## src/hdl/dccm_pkg.sv

```systemverilog
// ---------------------------------------------------------------------------
// DRAM column command monitor package
// Command, pair class and statistic codes, reset values and the stage payload
// ---------------------------------------------------------------------------
package dccm_pkg;

   localparam int unsigned CYCLE_W   = 64;
   localparam int unsigned TCCD_W    = 8;
   localparam int unsigned STAT_NUM  = 18;
   localparam int unsigned MIN_NUM   = 3;

   localparam logic [TCCD_W-1:0] TCCD_SHORT_RESET = 8'd2;
   localparam logic [TCCD_W-1:0] TCCD_LONG_RESET  = 8'd4;

   // request kinds
   localparam logic REQ_COMMAND = 1'b0;
   localparam logic REQ_COUNTER = 1'b1;

   // csr indexes
   localparam logic CSR_TCCD_SHORT = 1'b0;
   localparam logic CSR_TCCD_LONG  = 1'b1;

   typedef enum logic [2:0] {
      CMD_READ,
      CMD_WRITE,
      CMD_ACTIVATE,
      CMD_PRECHARGE,
      CMD_REFRESH_BANK,
      CMD_REFRESH_ALL,
      CMD_OTHER
   } cmd_type;

   typedef enum logic [1:0] {
      CLS_NONE,
      CLS_SAME_GROUP,
      CLS_OTHER_GROUP,
      CLS_CROSS_CHANNEL
   } class_type;

   // statistic selects seen on the counter index field
   localparam logic [4:0] CIDX_READS       = 5'd0;
   localparam logic [4:0] CIDX_WRITES      = 5'd1;
   localparam logic [4:0] CIDX_ACTIVATES   = 5'd2;
   localparam logic [4:0] CIDX_PRECHARGES  = 5'd3;
   localparam logic [4:0] CIDX_REF_BANK    = 5'd4;
   localparam logic [4:0] CIDX_REF_ALL     = 5'd5;
   localparam logic [4:0] CIDX_FIRST_READ  = 5'd6;
   localparam logic [4:0] CIDX_LAST_READ   = 5'd7;
   localparam logic [4:0] CIDX_WINDOW      = 5'd8;
   localparam logic [4:0] CIDX_L_PAIRS     = 5'd9;
   localparam logic [4:0] CIDX_L_SUM       = 5'd10;
   localparam logic [4:0] CIDX_L_MIN       = 5'd11;
   localparam logic [4:0] CIDX_L_VIOL      = 5'd12;
   localparam logic [4:0] CIDX_S_PAIRS     = 5'd13;
   localparam logic [4:0] CIDX_S_SUM       = 5'd14;
   localparam logic [4:0] CIDX_S_MIN       = 5'd15;
   localparam logic [4:0] CIDX_S_VIOL      = 5'd16;
   localparam logic [4:0] CIDX_X_PAIRS     = 5'd17;
   localparam logic [4:0] CIDX_X_SUM       = 5'd18;
   localparam logic [4:0] CIDX_X_MIN       = 5'd19;
   localparam logic [4:0] CIDX_SW_COUNT    = 5'd20;
   localparam logic [4:0] CIDX_SW_SUM      = 5'd21;
   localparam logic [4:0] CIDX_COL_PAIRS   = 5'd22;
   localparam logic [4:0] CIDX_COL_SUM     = 5'd23;

   // slots of the counter bank
   localparam int unsigned SLOT_RD        = 0;
   localparam int unsigned SLOT_WR        = 1;
   localparam int unsigned SLOT_ACT       = 2;
   localparam int unsigned SLOT_PRE       = 3;
   localparam int unsigned SLOT_REFPB     = 4;
   localparam int unsigned SLOT_REFAB     = 5;
   localparam int unsigned SLOT_L_PAIRS   = 6;
   localparam int unsigned SLOT_L_SUM     = 7;
   localparam int unsigned SLOT_L_VIOL    = 8;
   localparam int unsigned SLOT_S_PAIRS   = 9;
   localparam int unsigned SLOT_S_SUM     = 10;
   localparam int unsigned SLOT_S_VIOL    = 11;
   localparam int unsigned SLOT_X_PAIRS   = 12;
   localparam int unsigned SLOT_X_SUM     = 13;
   localparam int unsigned SLOT_SW_COUNT  = 14;
   localparam int unsigned SLOT_SW_SUM    = 15;
   localparam int unsigned SLOT_COL_PAIRS = 16;
   localparam int unsigned SLOT_COL_SUM   = 17;

   localparam int unsigned MIN_L = 0;
   localparam int unsigned MIN_S = 1;
   localparam int unsigned MIN_X = 2;

   typedef struct packed {
      logic               is_counter;
      logic [2:0]         command;
      logic [4:0]         counter_index;
      logic [CYCLE_W-1:0] gap;
      class_type          pair_class;
      logic               col_valid;
      logic               dir_switch;
      logic               have_read;
      logic [CYCLE_W-1:0] first_read;
      logic [CYCLE_W-1:0] last_read;
   } stage_type;

endpackage

```

## src/hdl/dram_column_command_monitor_top.sv

```systemverilog
// ---------------------------------------------------------------------------
// DRAM column command monitor
// Counts issued commands, measures column gaps and classes read pairs
// ---------------------------------------------------------------------------
// path: an accepted request beat passes the input stage, second stage and response
//   registers; throughput: one beat per cycle unless rsp_stall holds the pipeline;
//   tracking registers update in the first stage, counters and minima in the
//   second, so every step is one subtract or one add and compare
// reset: synchronous; counters clear, minima go to all ones, tCCD short 2 and
//   long 4, pipeline empties
module dram_column_command_monitor_top
   import dccm_pkg::*;
(
   input  logic               clock,
   input  logic               reset,
   input  logic               req_valid,
   output logic               req_stall,
   input  logic               req_type,
   input  logic [2:0]         req_command,
   input  logic [CYCLE_W-1:0] req_issue_cycle,
   input  logic [2:0]         req_pseudo_channel,
   input  logic [3:0]         req_bank_group,
   input  logic [4:0]         req_counter_index,
   output logic               rsp_valid,
   input  logic               rsp_stall,
   output logic [CYCLE_W-1:0] rsp_counter_value,
   output logic [1:0]         rsp_pair_class,
   output logic [CYCLE_W-1:0] rsp_column_gap,
   output logic               rsp_timing_violation,
   output logic               rsp_direction_switch,
   input  logic               csr_write,
   input  logic               csr_index,
   input  logic [TCCD_W-1:0]  csr_data
);

   // handshake
   logic s1_valid_ff, s2_valid_ff, rsp_valid_ff;
   logic out_ready, s2_ready, s1_ready, s1_fire, s2_fire;

   // configuration
   logic [TCCD_W-1:0] tccd_short_ff, tccd_long_ff;

   // input stage beat
   logic               s1_type_ff;
   logic [2:0]         s1_command_ff;
   logic [CYCLE_W-1:0] s1_cycle_ff;
   logic [2:0]         s1_channel_ff;
   logic [3:0]         s1_group_ff;
   logic [4:0]         s1_index_ff;

   // tracking state
   logic               have_read_ff, have_read_in;
   logic               have_col_ff, have_col_in;
   logic               last_col_read_ff, last_col_read_in;
   logic [CYCLE_W-1:0] first_read_ff, first_read_in;
   logic [CYCLE_W-1:0] last_read_ff, last_read_in;
   logic [CYCLE_W-1:0] last_col_ff, last_col_in;
   logic [2:0]         last_channel_ff, last_channel_in;
   logic [3:0]         last_group_ff, last_group_in;

   stage_type s2_ff, s2_in;

   // statistics
   logic [CYCLE_W-1:0] stat_ff [STAT_NUM];
   logic [CYCLE_W-1:0] stat_in [STAT_NUM];
   logic [CYCLE_W-1:0] min_ff [MIN_NUM];
   logic [CYCLE_W-1:0] min_in [MIN_NUM];

   // response payload
   logic [CYCLE_W-1:0] counter_ff, counter_in;
   logic [1:0]         class_ff;
   logic [CYCLE_W-1:0] gap_ff, gap_in;
   logic               viol_ff, viol_in;
   logic               switch_ff, switch_in;

   logic               s1_is_read, s1_is_write, s1_is_col;
   logic [CYCLE_W-1:0] s1_gap;
   logic               s2_is_cmd;
   logic [CYCLE_W-1:0] window;

   assign out_ready = !rsp_valid_ff || !rsp_stall;
   assign s2_ready  = !s2_valid_ff || out_ready;
   assign s1_ready  = !s1_valid_ff || s2_ready;
   assign s1_fire   = s1_valid_ff && s2_ready;
   assign s2_fire   = s2_valid_ff && out_ready;
   assign req_stall = !s1_ready;

   always_ff @(posedge clock) begin
      if (reset) begin
         s1_valid_ff  <= 1'b0;
         s2_valid_ff  <= 1'b0;
         rsp_valid_ff <= 1'b0;
      end else begin
         if (s1_ready) begin
            s1_valid_ff <= req_valid;
         end
         if (s2_ready) begin
            s2_valid_ff <= s1_valid_ff;
         end
         if (out_ready) begin
            rsp_valid_ff <= s2_valid_ff;
         end
      end
   end

   always_ff @(posedge clock) begin
      if (reset) begin
         tccd_short_ff <= TCCD_SHORT_RESET;
         tccd_long_ff  <= TCCD_LONG_RESET;
      end else if (csr_write) begin
         case (csr_index)
            CSR_TCCD_SHORT: tccd_short_ff <= csr_data;
            CSR_TCCD_LONG:  tccd_long_ff  <= csr_data;
            default:        tccd_long_ff  <= tccd_long_ff;
         endcase
      end
   end

   always_ff @(posedge clock) begin
      if (req_valid && s1_ready) begin
         s1_type_ff    <= req_type;
         s1_command_ff <= req_command;
         s1_cycle_ff   <= req_issue_cycle;
         s1_channel_ff <= req_pseudo_channel;
         s1_group_ff   <= req_bank_group;
         s1_index_ff   <= req_counter_index;
      end
   end

   // first stage: gap, pair class and tracking update
   assign s1_is_read  = (s1_type_ff == REQ_COMMAND) && (s1_command_ff == CMD_READ);
   assign s1_is_write = (s1_type_ff == REQ_COMMAND) && (s1_command_ff == CMD_WRITE);
   assign s1_is_col   = s1_is_read || s1_is_write;
   // last column was a read, so last read and last column cycles agree on a pair
   assign s1_gap      = s1_cycle_ff - last_col_ff;

   always_comb begin
      have_read_in     = have_read_ff;
      have_col_in      = have_col_ff;
      last_col_read_in = last_col_read_ff;
      first_read_in    = first_read_ff;
      last_read_in     = last_read_ff;
      last_col_in      = last_col_ff;
      last_channel_in  = last_channel_ff;
      last_group_in    = last_group_ff;

      s2_in.is_counter    = s1_type_ff;
      s2_in.command       = s1_command_ff;
      s2_in.counter_index = s1_index_ff;
      s2_in.gap           = s1_gap;
      s2_in.pair_class    = CLS_NONE;
      s2_in.col_valid     = s1_is_col && have_col_ff;
      s2_in.dir_switch    = s1_is_col && have_col_ff && (last_col_read_ff != s1_is_read);
      s2_in.have_read     = have_read_ff;
      s2_in.first_read    = first_read_ff;
      s2_in.last_read     = last_read_ff;

      if (s1_is_read && have_read_ff && have_col_ff && last_col_read_ff) begin
         if (s1_channel_ff != last_channel_ff) begin
            s2_in.pair_class = CLS_CROSS_CHANNEL;
         end else if (s1_group_ff == last_group_ff) begin
            s2_in.pair_class = CLS_SAME_GROUP;
         end else begin
            s2_in.pair_class = CLS_OTHER_GROUP;
         end
      end

      if (s1_is_read) begin
         if (!have_read_ff) begin
            first_read_in = s1_cycle_ff;
         end
         have_read_in    = 1'b1;
         last_read_in    = s1_cycle_ff;
         last_channel_in = s1_channel_ff;
         last_group_in   = s1_group_ff;
      end
      if (s1_is_col) begin
         have_col_in      = 1'b1;
         last_col_read_in = s1_is_read;
         last_col_in      = s1_cycle_ff;
      end
   end

   always_ff @(posedge clock) begin
      if (reset) begin
         have_read_ff     <= 1'b0;
         have_col_ff      <= 1'b0;
         last_col_read_ff <= 1'b0;
         first_read_ff    <= '0;
         last_read_ff     <= '0;
         last_col_ff      <= '0;
         last_channel_ff  <= '0;
         last_group_ff    <= '0;
      end else if (s1_fire) begin
         have_read_ff     <= have_read_in;
         have_col_ff      <= have_col_in;
         last_col_read_ff <= last_col_read_in;
         first_read_ff    <= first_read_in;
         last_read_ff     <= last_read_in;
         last_col_ff      <= last_col_in;
         last_channel_ff  <= last_channel_in;
         last_group_ff    <= last_group_in;
      end
   end

   always_ff @(posedge clock) begin
      if (s1_fire) begin
         s2_ff <= s2_in;
      end
   end

   // second stage: accumulate and select the response
   assign s2_is_cmd = (s2_ff.is_counter == REQ_COMMAND);
   assign window    = s2_ff.last_read - s2_ff.first_read + 64'd1;

   always_comb begin
      for (int i = 0; i < STAT_NUM; i++) begin
         stat_in[i] = stat_ff[i];
      end
      for (int i = 0; i < MIN_NUM; i++) begin
         min_in[i] = min_ff[i];
      end
      viol_in = 1'b0;

      if (s2_is_cmd) begin
         case (s2_ff.command)
            CMD_READ:         stat_in[SLOT_RD]    = stat_ff[SLOT_RD] + 64'd1;
            CMD_WRITE:        stat_in[SLOT_WR]    = stat_ff[SLOT_WR] + 64'd1;
            CMD_ACTIVATE:     stat_in[SLOT_ACT]   = stat_ff[SLOT_ACT] + 64'd1;
            CMD_PRECHARGE:    stat_in[SLOT_PRE]   = stat_ff[SLOT_PRE] + 64'd1;
            CMD_REFRESH_BANK: stat_in[SLOT_REFPB] = stat_ff[SLOT_REFPB] + 64'd1;
            CMD_REFRESH_ALL:  stat_in[SLOT_REFAB] = stat_ff[SLOT_REFAB] + 64'd1;
            default:          stat_in[SLOT_RD]    = stat_ff[SLOT_RD];
         endcase

         case (s2_ff.pair_class)
            CLS_SAME_GROUP: begin
               stat_in[SLOT_L_PAIRS] = stat_ff[SLOT_L_PAIRS] + 64'd1;
               stat_in[SLOT_L_SUM]   = stat_ff[SLOT_L_SUM] + s2_ff.gap;
               if (s2_ff.gap < min_ff[MIN_L]) begin
                  min_in[MIN_L] = s2_ff.gap;
               end
               if (s2_ff.gap < {{(CYCLE_W-TCCD_W){1'b0}}, tccd_long_ff}) begin
                  viol_in              = 1'b1;
                  stat_in[SLOT_L_VIOL] = stat_ff[SLOT_L_VIOL] + 64'd1;
               end
            end
            CLS_OTHER_GROUP: begin
               stat_in[SLOT_S_PAIRS] = stat_ff[SLOT_S_PAIRS] + 64'd1;
               stat_in[SLOT_S_SUM]   = stat_ff[SLOT_S_SUM] + s2_ff.gap;
               if (s2_ff.gap < min_ff[MIN_S]) begin
                  min_in[MIN_S] = s2_ff.gap;
               end
               if (s2_ff.gap < {{(CYCLE_W-TCCD_W){1'b0}}, tccd_short_ff}) begin
                  viol_in              = 1'b1;
                  stat_in[SLOT_S_VIOL] = stat_ff[SLOT_S_VIOL] + 64'd1;
               end
            end
            CLS_CROSS_CHANNEL: begin
               stat_in[SLOT_X_PAIRS] = stat_ff[SLOT_X_PAIRS] + 64'd1;
               stat_in[SLOT_X_SUM]   = stat_ff[SLOT_X_SUM] + s2_ff.gap;
               if (s2_ff.gap < min_ff[MIN_X]) begin
                  min_in[MIN_X] = s2_ff.gap;
               end
            end
            default: viol_in = 1'b0;
         endcase

         if (s2_ff.col_valid) begin
            stat_in[SLOT_COL_PAIRS] = stat_ff[SLOT_COL_PAIRS] + 64'd1;
            stat_in[SLOT_COL_SUM]   = stat_ff[SLOT_COL_SUM] + s2_ff.gap;
         end
         if (s2_ff.dir_switch) begin
            stat_in[SLOT_SW_COUNT] = stat_ff[SLOT_SW_COUNT] + 64'd1;
            stat_in[SLOT_SW_SUM]   = stat_ff[SLOT_SW_SUM] + s2_ff.gap;
         end
      end
   end

   // counter read select; unset minima show as zero
   always_comb begin
      counter_in = '0;
      if (!s2_is_cmd) begin
         case (s2_ff.counter_index)
            CIDX_READS:      counter_in = stat_ff[SLOT_RD];
            CIDX_WRITES:     counter_in = stat_ff[SLOT_WR];
            CIDX_ACTIVATES:  counter_in = stat_ff[SLOT_ACT];
            CIDX_PRECHARGES: counter_in = stat_ff[SLOT_PRE];
            CIDX_REF_BANK:   counter_in = stat_ff[SLOT_REFPB];
            CIDX_REF_ALL:    counter_in = stat_ff[SLOT_REFAB];
            CIDX_FIRST_READ: counter_in = s2_ff.have_read ? s2_ff.first_read : '0;
            CIDX_LAST_READ:  counter_in = s2_ff.have_read ? s2_ff.last_read : '0;
            CIDX_WINDOW:     counter_in = s2_ff.have_read ? window : '0;
            CIDX_L_PAIRS:    counter_in = stat_ff[SLOT_L_PAIRS];
            CIDX_L_SUM:      counter_in = stat_ff[SLOT_L_SUM];
            CIDX_L_MIN:      counter_in = (&min_ff[MIN_L]) ? '0 : min_ff[MIN_L];
            CIDX_L_VIOL:     counter_in = stat_ff[SLOT_L_VIOL];
            CIDX_S_PAIRS:    counter_in = stat_ff[SLOT_S_PAIRS];
            CIDX_S_SUM:      counter_in = stat_ff[SLOT_S_SUM];
            CIDX_S_MIN:      counter_in = (&min_ff[MIN_S]) ? '0 : min_ff[MIN_S];
            CIDX_S_VIOL:     counter_in = stat_ff[SLOT_S_VIOL];
            CIDX_X_PAIRS:    counter_in = stat_ff[SLOT_X_PAIRS];
            CIDX_X_SUM:      counter_in = stat_ff[SLOT_X_SUM];
            CIDX_X_MIN:      counter_in = (&min_ff[MIN_X]) ? '0 : min_ff[MIN_X];
            CIDX_SW_COUNT:   counter_in = stat_ff[SLOT_SW_COUNT];
            CIDX_SW_SUM:     counter_in = stat_ff[SLOT_SW_SUM];
            CIDX_COL_PAIRS:  counter_in = stat_ff[SLOT_COL_PAIRS];
            CIDX_COL_SUM:    counter_in = stat_ff[SLOT_COL_SUM];
            default:         counter_in = '0;
         endcase
      end
   end

   assign gap_in    = (s2_is_cmd && s2_ff.col_valid) ? s2_ff.gap : '0;
   assign switch_in = s2_is_cmd && s2_ff.dir_switch;

   always_ff @(posedge clock) begin
      if (reset) begin
         for (int i = 0; i < STAT_NUM; i++) begin
            stat_ff[i] <= '0;
         end
         for (int i = 0; i < MIN_NUM; i++) begin
            min_ff[i] <= '1;
         end
      end else if (s2_fire) begin
         for (int i = 0; i < STAT_NUM; i++) begin
            stat_ff[i] <= stat_in[i];
         end
         for (int i = 0; i < MIN_NUM; i++) begin
            min_ff[i] <= min_in[i];
         end
      end
   end

   always_ff @(posedge clock) begin
      if (s2_fire) begin
         counter_ff <= counter_in;
         class_ff   <= s2_is_cmd ? s2_ff.pair_class : CLS_NONE;
         gap_ff     <= gap_in;
         viol_ff    <= viol_in;
         switch_ff  <= switch_in;
      end
   end

   assign rsp_valid            = rsp_valid_ff;
   assign rsp_counter_value    = counter_ff;
   assign rsp_pair_class       = class_ff;
   assign rsp_column_gap       = gap_ff;
   assign rsp_timing_violation = viol_ff;
   assign rsp_direction_switch = switch_ff;

   // checks
   a_read_implies_column: assert property (@(posedge clock) disable iff (reset)
      have_read_ff |-> have_col_ff)
      else $error("read tracked without a column command");

   a_stall_only_when_full: assert property (@(posedge clock) disable iff (reset)
      req_stall |-> s1_valid_ff)
      else $error("request stalled with empty input stage");

   a_violation_class: assert property (@(posedge clock) disable iff (reset)
      rsp_valid && rsp_timing_violation |->
         (rsp_pair_class == CLS_SAME_GROUP) || (rsp_pair_class == CLS_OTHER_GROUP))
      else $error("violation flagged outside a bank group pair");

   a_counter_read_clean: assert property (@(posedge clock) disable iff (reset)
      rsp_valid && (rsp_counter_value != '0) |->
         (rsp_pair_class == CLS_NONE) && !rsp_direction_switch && (rsp_column_gap == '0))
      else $error("counter read beat carries command results");

endmodule

```

## config.mk

```make
export PLATFORM = sky130hd
export DESIGN_NAME = dram_column_command_monitor_top
export DESIGN_NICKNAME = d
export VERILOG_FILES = /design/src/hdl/dccm_pkg.sv /design/src/hdl/dram_column_command_monitor_top.sv
export SDC_FILE = /design/constraint.sdc
export NUM_CORES = 2
export LEC_CHECK = 0
export BUFFER_PORTS_ARGS = -buffer_cell sky130_fd_sc_hd__buf_2
export CORE_UTILIZATION = 45
export CTS_CLUSTER_SIZE = 14
export DETAILED_ROUTE_END_ITERATION = 10
export SYNTH_ARGS = -nofsm -noshare
export SYNTH_HDL_FRONTEND = slang
export SYNTH_SLANG_ARGS = --single-unit
```

## constraint.sdc

```tcl
create_clock -name clock -period 15.2 [get_ports clock]
set_clock_uncertainty 0.05 [all_clocks]
set_input_delay 3.04 -clock clock [delete_from_list [all_inputs] [get_ports clock]]
set_output_delay 3.04 -clock clock [all_outputs]
set_load 0.05 [all_outputs]
```

==> metrics.txt <==
RSZ-0062 raised after global routing no; first-pass GRT wire length 683,800 microns; H-tree levels 4; crit path time final 6919 ps; pre-CTS setup slack a little under 8000 ps; setup repair bufs after CTS 0; total clock sinks ~2,000; sequential area share after synthesis 0.4709; largest net degree at the start of global routing 210; Cell Area, Placed 127,100 sq um; Worst setup EP type output pin; design area 134,300 sq um; CP required ~12,000 ps; GRT overflow 0; via density per instance about 6.5; Tcrit/Tclk final 0.4552; vias about 100k; relative max-transition margin 0.007517; FF-to-FF Start s2_ff[135]; Final Power 14,080 uW; port bufs 227; layout cell share with drive strength beyond 1 0.07244; number of synthesized register bits 1,983; # rows 190; worst-path maximum fanout 4; Max Cap Violations 0; mapped cell area 121,700 sq um; Multi-input gate area about 60,000 sq um; TritonCTS buffer count 228; path depth of the worst reg2reg path 12; Storage cell area 57,340 sq um; Syn Area/Cell 9.866 sq um; min-delay src first_read_ff[56]; GRT Overall Usage 0.3460; vias in the first global route around 97,000; leak pwr 0.05095 uW; Sum Neg Setup Slack 0 ps; Avg WL per Cell 30.00 microns; initial antenna violation count 41; initial core utilization 0.4536; # resized after CTS 0; clock-pin slew on the worst setup and hold paths 60 ps; Setup WS post-layout 8281 ps; peak supply drop 0.09887 mV; CP startpoint kind input pin; DRC 0; CTS Hold Buffers Added 0; final hold vios 0; Final Slew Violations 0; Fill cells 24,420; # IOs 228; critical path type input pin to output pin; actual slew at the worst max-slew pin 1489 ps; dominant synthesized flop cell edfxtp_1; commonest cells after routing, fill and taps aside edfxtp_1, nor2_1, nand2_1, a21oi_1, ha_1; share of synthesized registers carrying an async set or reset 0; drt pass-1 iters 9; Layout area overhead 10.31%; crit path DAT 3830 ps; FMAX 0.1445 GHz; CORE AREA 268,400 sq um; WHS Endpoint s2_ff[120]; post-layout net count 13,250; endpoints failing setup 0; initial DRC count 14,160; worst hold path type flip-flop to flip-flop; die area around 270,000 sq um; final wirelength 485,200 microns; synthesized instance count roughly 12,000; gpl congestion 1.042; clk root buf clkbuf_16; DRT antenna net count 0; synthesized net count 13,160; chip height approximately 520 microns; hold-critical path depth 0; commonest non-fill, non-tap cell in the layout edfxtp_1; Yosys cell types approximately 110; outcome finished clean; Yosys warning total 0; post-DP HPWL 361,800 microns; Worst R2R End stat_ff[10][61]; CTS tree yes; setup slack, reg-to-reg 9490 ps; Max Buffers Root-to-Sink 4; Pwr per Cell Area 104.9 nW/um^2; Post-synth EDFFs ~1,800; clk_lat worst skew between 900 and 1000 ps; die width 522.1 microns
-- logic make-up (layout without fill, tap and decap cells) --
family	after synthesis	after routing	share of synthesized area
flip-flops	1983	1983	0.4709
other	0	17	0
AO/OA/AOI/OAI	2977	2977	0.1654
AND/OR/NAND/NOR	4472	4472	0.1756
adder cells (fa/ha/maj)	729	729	0.07535
buffers and inverters	1083	1346	0.03366
multiplexers	19	19	0.001562
XOR/XNOR	1077	1077	0.07748
-- per-layer routing --
metal | routed length (microns) | vias up | part of all wire | track usage
met4 | 21470 | 12 | 0.044 | 0.1418
li1 | - | 45810 | - | -
met2 | 200100 | 6191 | 0.41 | 0.4976
met1 | 196800 | 51600 | 0.41 | 0.4833
met3 | 66800 | 946 | 0.14 | 0.1020
met5 | 69 | - | 0.00014 | 0
-- critical path, stage by stage --
cell,delay (ps)
buf_2,110
and3_1,170
and2_1,220
buf_2,300
-- where the power goes --
part	switching (uW)	internal (uW)	total, uW
logic	1400	722	2120
registers	310	6180	6490
clock network	2410	3070	5480
-- state kept, by name (all words and copies together) (netlist names), 2 cells and up --
signal,cells
stat_ff,1152
s2_ff,206
min_ff,192
first_read_ff,64
last_col_ff,64
last_read_ff,64
rsp_column_gap,64
rsp_counter_value,64
s1_cycle_ff,64
tccd_long_ff,8
tccd_short_ff,8
s1_index_ff,5
last_group_ff,4
s1_group_ff,4
last_channel_ff,3
s1_channel_ff,3
s1_command_ff,3
rsp_pair_class,2
-- how the worst max path moves through the flow --
stage,slack [ps],to,from,cells after the start
finish,8280,req_stall,rsp_stall,4
global route,8240,req_stall,rsp_stall,4
CTS,8270,req_stall,rsp_stall,4
detailed placement,7820,stat_ff[7][7],rsp_stall,9
global placement,7880,stat_ff[6][9],rsp_stall,9
floorplan,3140,min_ff[0][128],rsp_stall,7
-- layout make-up --
type                            instances  share of cell area
Clock buffer                          281             0.04510
Antenna cell                           17           0.0003168
Multi-Input combinational cell       9274              0.4518
Sequential cell                      1983              0.4269
Timing Repair Buffer                  424             0.02001
Tap cell                             3552             0.03309
Inverter                              512             0.01435
Clock inverter                        129            0.008394
-- synth_stat cells (all sizes together), types with 93 or more instances --
library cell | n | area (sq um)
a21o | 374 | 2808
a21oi | 902 | 4522
a221oi | 171 | 1529
a22o | 247 | 2163
a22oi | 181 | 1359
a31oi | 108 | 675.7
and2 | 147 | 919.6
and3 | 221 | 1388
clkbuf | 524 | 1969
dfxtp | 221 | 4424
edfxtp | 1762 | 52910
ha | 722 | 9034
inv | 512 | 1922
nand2 | 1230 | 4624
nand2b | 96 | 610.6
nand3 | 415 | 2102
nand4 | 357 | 2246
nor2 | 1347 | 5086
nor2b | 97 | 606.8
nor3 | 123 | 673.1
o21ai | 402 | 2016
o21bai | 93 | 698.2
or3 | 226 | 1419
xnor2 | 400 | 3503
xor2 | 677 | 5929
-- stage by stage --
step,hold WS [ps],utilization,std cells
after floorplan,350.3,-,12340
after CTS,377.6,0.5002,16150
after detailed placement,364.5,0.4734,15740
after global placement,360.5,0.4734,15740
after global routing,382.1,0.5003,16160
final,376.1,0.5004,16170
Power figures use the tool's default switching activity.
